[src/sv/blp4_pkg.sv]
package blp4_pkg;

	localparam int TAPS = 4;

	// item queue between front and back, power of two
	localparam int QDEPTH = 4;
	localparam int QPTR_W = $clog2(QDEPTH);
	localparam int QCNT_W = $clog2(QDEPTH + 1);

	// Q3.29 coefficients, feed-forward side is symmetric (b0 b1 b2 b1 b0)
	localparam logic signed [24:0] COEF_B0 = 25'sd2590050;
	localparam logic signed [24:0] COEF_B1 = 25'sd10360198;
	localparam logic signed [24:0] COEF_B2 = 25'sd15540298;
	localparam logic signed [31:0] COEF_A1 = -32'sd1272122609;
	localparam logic signed [31:0] COEF_A2 = 32'sd1242313070;
	localparam logic signed [31:0] COEF_A3 = -32'sd566219178;
	localparam logic signed [31:0] COEF_A4 = 32'sd100598599;

	typedef logic signed [15:0] xtap_t;
	typedef logic signed [31:0] ytap_t;

	typedef struct packed {
		logic [1:0]         channel;
		logic signed [15:0] sample;
	} item_t;

endpackage

[src/sv/blp4_front.sv]
module blp4_front import blp4_pkg::*; #(
	parameter int CHANNELS = 4
) (
	input  logic        clk,
	input  logic        arst_n,
	input  logic        s_axis_tvalid,
	output logic        s_axis_tready,
	input  logic [15:0] s_axis_tdata,   // [15:0] sample
	input  logic [1:0]  s_axis_tuser,   // [1:0] channel
	output item_t       head,
	output logic        head_valid,
	input  logic        pop
);

	item_t              entries_q [QDEPTH];
	logic [QPTR_W-1:0]  wr_ptr_q;
	logic [QPTR_W-1:0]  rd_ptr_q;
	logic [QCNT_W-1:0]  cnt_q;
	item_t              in_item;
	logic               in_range;
	logic               push;

	assign in_item.channel = s_axis_tuser;
	assign in_item.sample  = s_axis_tdata;

	// items for channels that do not exist are taken and dropped
	assign in_range      = 32'(s_axis_tuser) < CHANNELS;
	assign s_axis_tready = cnt_q != QCNT_W'(QDEPTH);
	assign push          = s_axis_tvalid && s_axis_tready && in_range;

	assign head       = entries_q[rd_ptr_q];
	assign head_valid = cnt_q != '0;

	always_ff @(posedge clk) begin
		if (push) begin
			entries_q[wr_ptr_q] <= in_item;
		end
	end

	always_ff @(posedge clk or negedge arst_n) begin
		if (!arst_n) begin
			wr_ptr_q <= '0;
			rd_ptr_q <= '0;
			cnt_q    <= '0;
		end else begin
			if (push) begin
				wr_ptr_q <= wr_ptr_q + QPTR_W'(1);
			end
			if (pop) begin
				rd_ptr_q <= rd_ptr_q + QPTR_W'(1);
			end
			cnt_q <= cnt_q + QCNT_W'(push) - QCNT_W'(pop);
		end
	end

	a_cnt_bound: assert property (@(posedge clk) disable iff (!arst_n)
		cnt_q <= QCNT_W'(QDEPTH))
		else $error("queue count above depth");

	a_pop_nonempty: assert property (@(posedge clk) disable iff (!arst_n)
		pop |-> head_valid)
		else $error("pop from empty queue");

	a_push_count: assert property (@(posedge clk) disable iff (!arst_n)
		(push && !pop) |=> cnt_q == $past(cnt_q) + QCNT_W'(1))
		else $error("queue count lost a push");

endmodule

[config.mk]
export PLATFORM = sky130hd
export DESIGN_NAME = blp4_front
export DESIGN_NICKNAME = d
export VERILOG_FILES = /design/src/sv/blp4_pkg.sv /design/src/sv/blp4_front.sv
export SDC_FILE = /design/constraint.sdc
export NUM_CORES = 1
export LEC_CHECK = 0
export ABC_AREA = 1
export BUFFER_PORTS_ARGS = -buffer_cell sky130_fd_sc_hd__buf_2
export CAP_MARGIN = 0
export CORE_MARGIN = 2
export CORE_UTILIZATION = 23
export DETAILED_ROUTE_END_ITERATION = 6
export PLACE_DENSITY = 0.42
export REMOVE_ABC_BUFFERS = 1
export SLEW_MARGIN = 15
export SYNTH_ARGS = -nofsm -noshare
export SYNTH_HDL_FRONTEND = slang
export SYNTH_SLANG_ARGS = --single-unit
[constraint.sdc]
create_clock -name clk -period 4 [get_ports clk]
set_input_delay 0.2 -clock clk [delete_from_list [all_inputs] [get_ports clk]]
set_output_delay 0.2 -clock clk [all_outputs]
set_load 0.005 [all_outputs]
# Word-level counts from Yosys, hierarchy flattened
# Memory sizes are Yosys's and may differ from the RTL's.
# Index checks and enable logic that the tools add are counted.
# classes
muxes	2
n_addsub	4
n_eq_ne	1
reduce_logical	2
# op_table
op	count
2-bit by 1-bit adder with 2-bit output, second input constant	2
3-bit by 1-bit adder with 3-bit output	1
3-bit != test, second input constant	1
3-bit nonzero test	1
3-bit by 1-bit subtractor with 3-bit output	1
1-bit 2-to-1 mux	2
1-bit logical AND	1
# totals
memories	1
output_inout_bits	20
ram_bits	72
register_bits	7
inputBits	22
# mem_list
memory	depth	width	rd	rd_ports_with_merged_regs	write_ports	line	source
entries_q	4	18	1	0	1	blp4_front.sv:15	item_t entries_q [QDEPTH];

# Depth between registers and ports, before layout
# logic_depth
ltp_word	4
depth_mapped	11

# Worst setup path before layout
# No wires, ideal clock.
# synth_path
path_kind	register -> register
from	reg cnt_q[1]
to	mem entries_q[0][0] (netlist bit), enable pin
arrival_time_ps	1488
n_path_buf	0
setup_slack_ps	2120
setup_ps	393
stages_incl_launch_ff	5
required_ps	3607
cell_sequence	dfrtp_1 > nor2_1 > nand2_1 > nand2_2 > nor2_1
# synth_between
elab_chain_len	4
# synth_lines
element	line	source
start, declared	blp4_front.sv:18	logic [QCNT_W-1:0] cnt_q;
start signal, assigned	blp4_front.sv:52	cnt_q <= cnt_q + QCNT_W'(push) - QCNT_W'(pop);
3-bit != test	blp4_front.sv:28	assign s_axis_tready = cnt_q != QCNT_W'(QDEPTH);
net s_axis_tready	blp4_front.sv:7	output logic s_axis_tready,
1-bit logical AND	blp4_front.sv:29	assign push = s_axis_tvalid && s_axis_tready && in_range;
1-bit 2-to-1 mux	blp4_front.sv:35	if (push) begin
1-bit 2-to-1 mux (implied by the code)	blp4_front.sv:36	entries_q[wr_ptr_q] <= in_item;
end, declared	blp4_front.sv:15	
# The timed path passes the listed nets, and every way through them passes these cells.

# Worst setup path in the final report
# layout_path
from	reg cnt_q[1]
to	reg cnt_q[1]
# layout_between
elab_chain_len	4
# layout_lines
element	line
3-bit != test	blp4_front.sv:28
1-bit logical AND	blp4_front.sv:29
3-bit by 1-bit adder with 3-bit output *	blp4_front.sv:52
3-bit by 1-bit subtractor with 3-bit output *	blp4_front.sv:52
# Mark *: on every way between the ends. The rest lies on a longest branch, timed or not.
# A chain may end at the register's enable or synchronous reset.

==> flow_summary.toml <==
[detailed_routing]
firstDrtPassIters = 6
drt_iter0_drc = 98
wl_per_cell_um = 13.28
wirelength_um = 6452
vias = 1894
antenna_left = 0
drcViolationCount = 0
vias_per_cell = 3.897

[worst_setup_path]
crit_top_cell = "inv_1"
critPathBufInv = 3
reg2reg_depth = 9
critPathLaunchType = "register"
path_depth = 9
cp_slowest_cell = "fa_1"
required_ns = 4.22
cp-end-kind = "register"
startpoint = "cnt_q[1]"
worst-path-max-fanout = 7
path_delay_family = "adder cells"
cp_slowest_stage_delay_ns = 0.49
reg2reg_from = "cnt_q[1]"
path_cells = "nor2_1, nand2_1, nand2_2, ha_1, inv_1, ha_1, inv_1, fa_1, inv_1"
worstSetupPathType = "reg -> reg"
arrival_ns = 2.36

[pwr]
finalPower_uw = 2889
leakagePower_uw = 0.001605
power_density_nw_per_um2 = 725.6
ir_drop_uv = 277.0

[run_status]
status = "completed"

[finish]
final_cell_mix = "edfxtp_1, nand2_1, inv_1, buf_2, o211ai_1"
diodes = 0
nets = 330
final_common_cell = "edfxtp_1"
design_area_um2 = 3981
drive_gt1_share_pct = 20.26
syn_to_final_growth_pct = 20.03

[clocking]
cts_sinks = 79
cts_max_level = 3
clkSlewWorstSetupHoldPaths_ns = 0.05
cts_resized = 0
cts_tree = "yes"
cts-root-buf = "clkbuf_16"
cts.path.max_buffers = 2
cts_buffers = 9
worstSkewPairLatency_ns = 0.33
post_cts_buffers = 0

[floorplan]
coreArea_um2 = 13990
fp.dieH_um = 124.1
initial_core_util_pct = 23.71
die_x_um = 124.1
rows = 43
die_area_um2 = 15400
pin_count = 42

[timing]
hold_viol_final = 0
period_needed_ns = 2.138
fmax_mhz = 467.8
report.final.slew_viol_count = 0
setup_viol = 0
worst_pin_slew_ns = 1.059
rsz0062_at_grt = "no"
holdWs_ns = 0.08509
fin_skew_ns = 0.003241
timing.final.crit_share_pct = 53.44
slew_headroom_pct = 29.33
finalSetupTns_ns = 0

[synthesis]
seq_area_frac_synth_pct = 70.46
ys_warn_count = 0
syn_inst = 259
avgSynthCellArea_um2 = 12.81
syn_area_um2 = 3317
synth_cell_types = 17
synth-seq-cells = 79

[placement]
port_buffers = 41
gp_congestion = 0.6822
post-dp-hpwl_um = 3911
placed_area_um2 = 3654

[global_route]
grt_max_degree = 75
antenna_found_initial = 0
overflow = 0
grt_pass1_vias = 2026
grt_pass1_wl_um = 10650
track_usage_pct = 9.500

[run]
drv_cap = 0

[hold_path]
worstHoldStart = "s_axis_tdata[3]"
hold_path_depth = 1
hold_class = "in -> reg"
flip-flops by register name, indices dropped and copies added (netlist names):
name and cells:
cnt_q 3, entries_q 72, rd_ptr_q 2, wr_ptr_q 2
routing by layer:
| layer | track usage [%] | routed length [um] |
|---|---|---|
| met1 | 11.57 | 2902 |
| met2 | 15.27 | 3120 |
| met3 | 3.709 | 326 |
| met4 | 3.441 | 102 |
| met5 | 0 | 0 |
cell type report:
type,count,area [um^2]
Sequential cell,79,2341
Multi-Input combinational cell,120,705.7
Inverter,49,188.9
Tap cell,180,225.2
Clock inverter,5,72.57
Clock buffer,11,232.7
Timing Repair Buffer,42,215.2
Fill cell,1464,10010
report_power, final:
part	total, uW	switching [uW]	internal [uW]
clock	837	296	541
combinational	753	442	312
sequential	1300	199	1100
total	2890	936	1950
path summary, 6_finish.rpt:
path                            slack, ns              end
worst max-delay path                 1.86         cnt_q[1]
worst min-delay path                 0.09  entries_q[0][3]
worst max register to register       1.86         cnt_q[1]
worst min register to register       0.51         cnt_q[0]
max in group asynchronous            3.59      rd_ptr_q[0]
min in group asynchronous            0.24         cnt_q[0]
Yosys cell counts:
master / number / area, um^2
buf_2: 1 / 5.000
buf_4: 3 / 22.52
buf_6: 6 / 67.56
buf_8: 1 / 15.01
dfrtp_1: 7 / 175.2
edfxtp_1: 72 / 2162
fa_1: 1 / 20.02
ha_1: 6 / 75.07
inv_1: 48 / 180.2
inv_6: 1 / 8.760
nand2_1: 66 / 247.7
nand2_2: 1 / 6.260
nand3_1: 3 / 15.01
nor2_1: 5 / 18.77
o211ai_1: 34 / 255.2
o211ai_2: 2 / 25.02
xor2_1: 2 / 17.52
repair_timing:
action / 4_1_cts / 5_1_grt
hold endpoints to repair: 7 / 0
setup endpoints to repair: 0 / 0
hold buffers: 1 / 0
stage by stage:
stage               setup slack [ns]  instances  util, %
finish                         1.862        486    28.46
global route                   1.652        486    28.46
CTS                            1.723        486    28.37
detailed placement             1.838        469    26.12
global placement               1.887        469    26.08
floorplan                      2.044        248        -
logic make-up (layout without fill, tap and decap cells):
kind of cell	after synthesis	in the layout	synth area share [%]
AO/OA/AOI/OAI	36	36	8.449
AND/OR/NAND/NOR	75	75	8.676
adder cells (fa/ha/maj)	7	7	2.867
buffers and inverters	60	107	9.015
XOR/XNOR	2	2	0.5282
flip-flops	79	79	70.46
No activity file was read; power rests on OpenSTA's default activity.
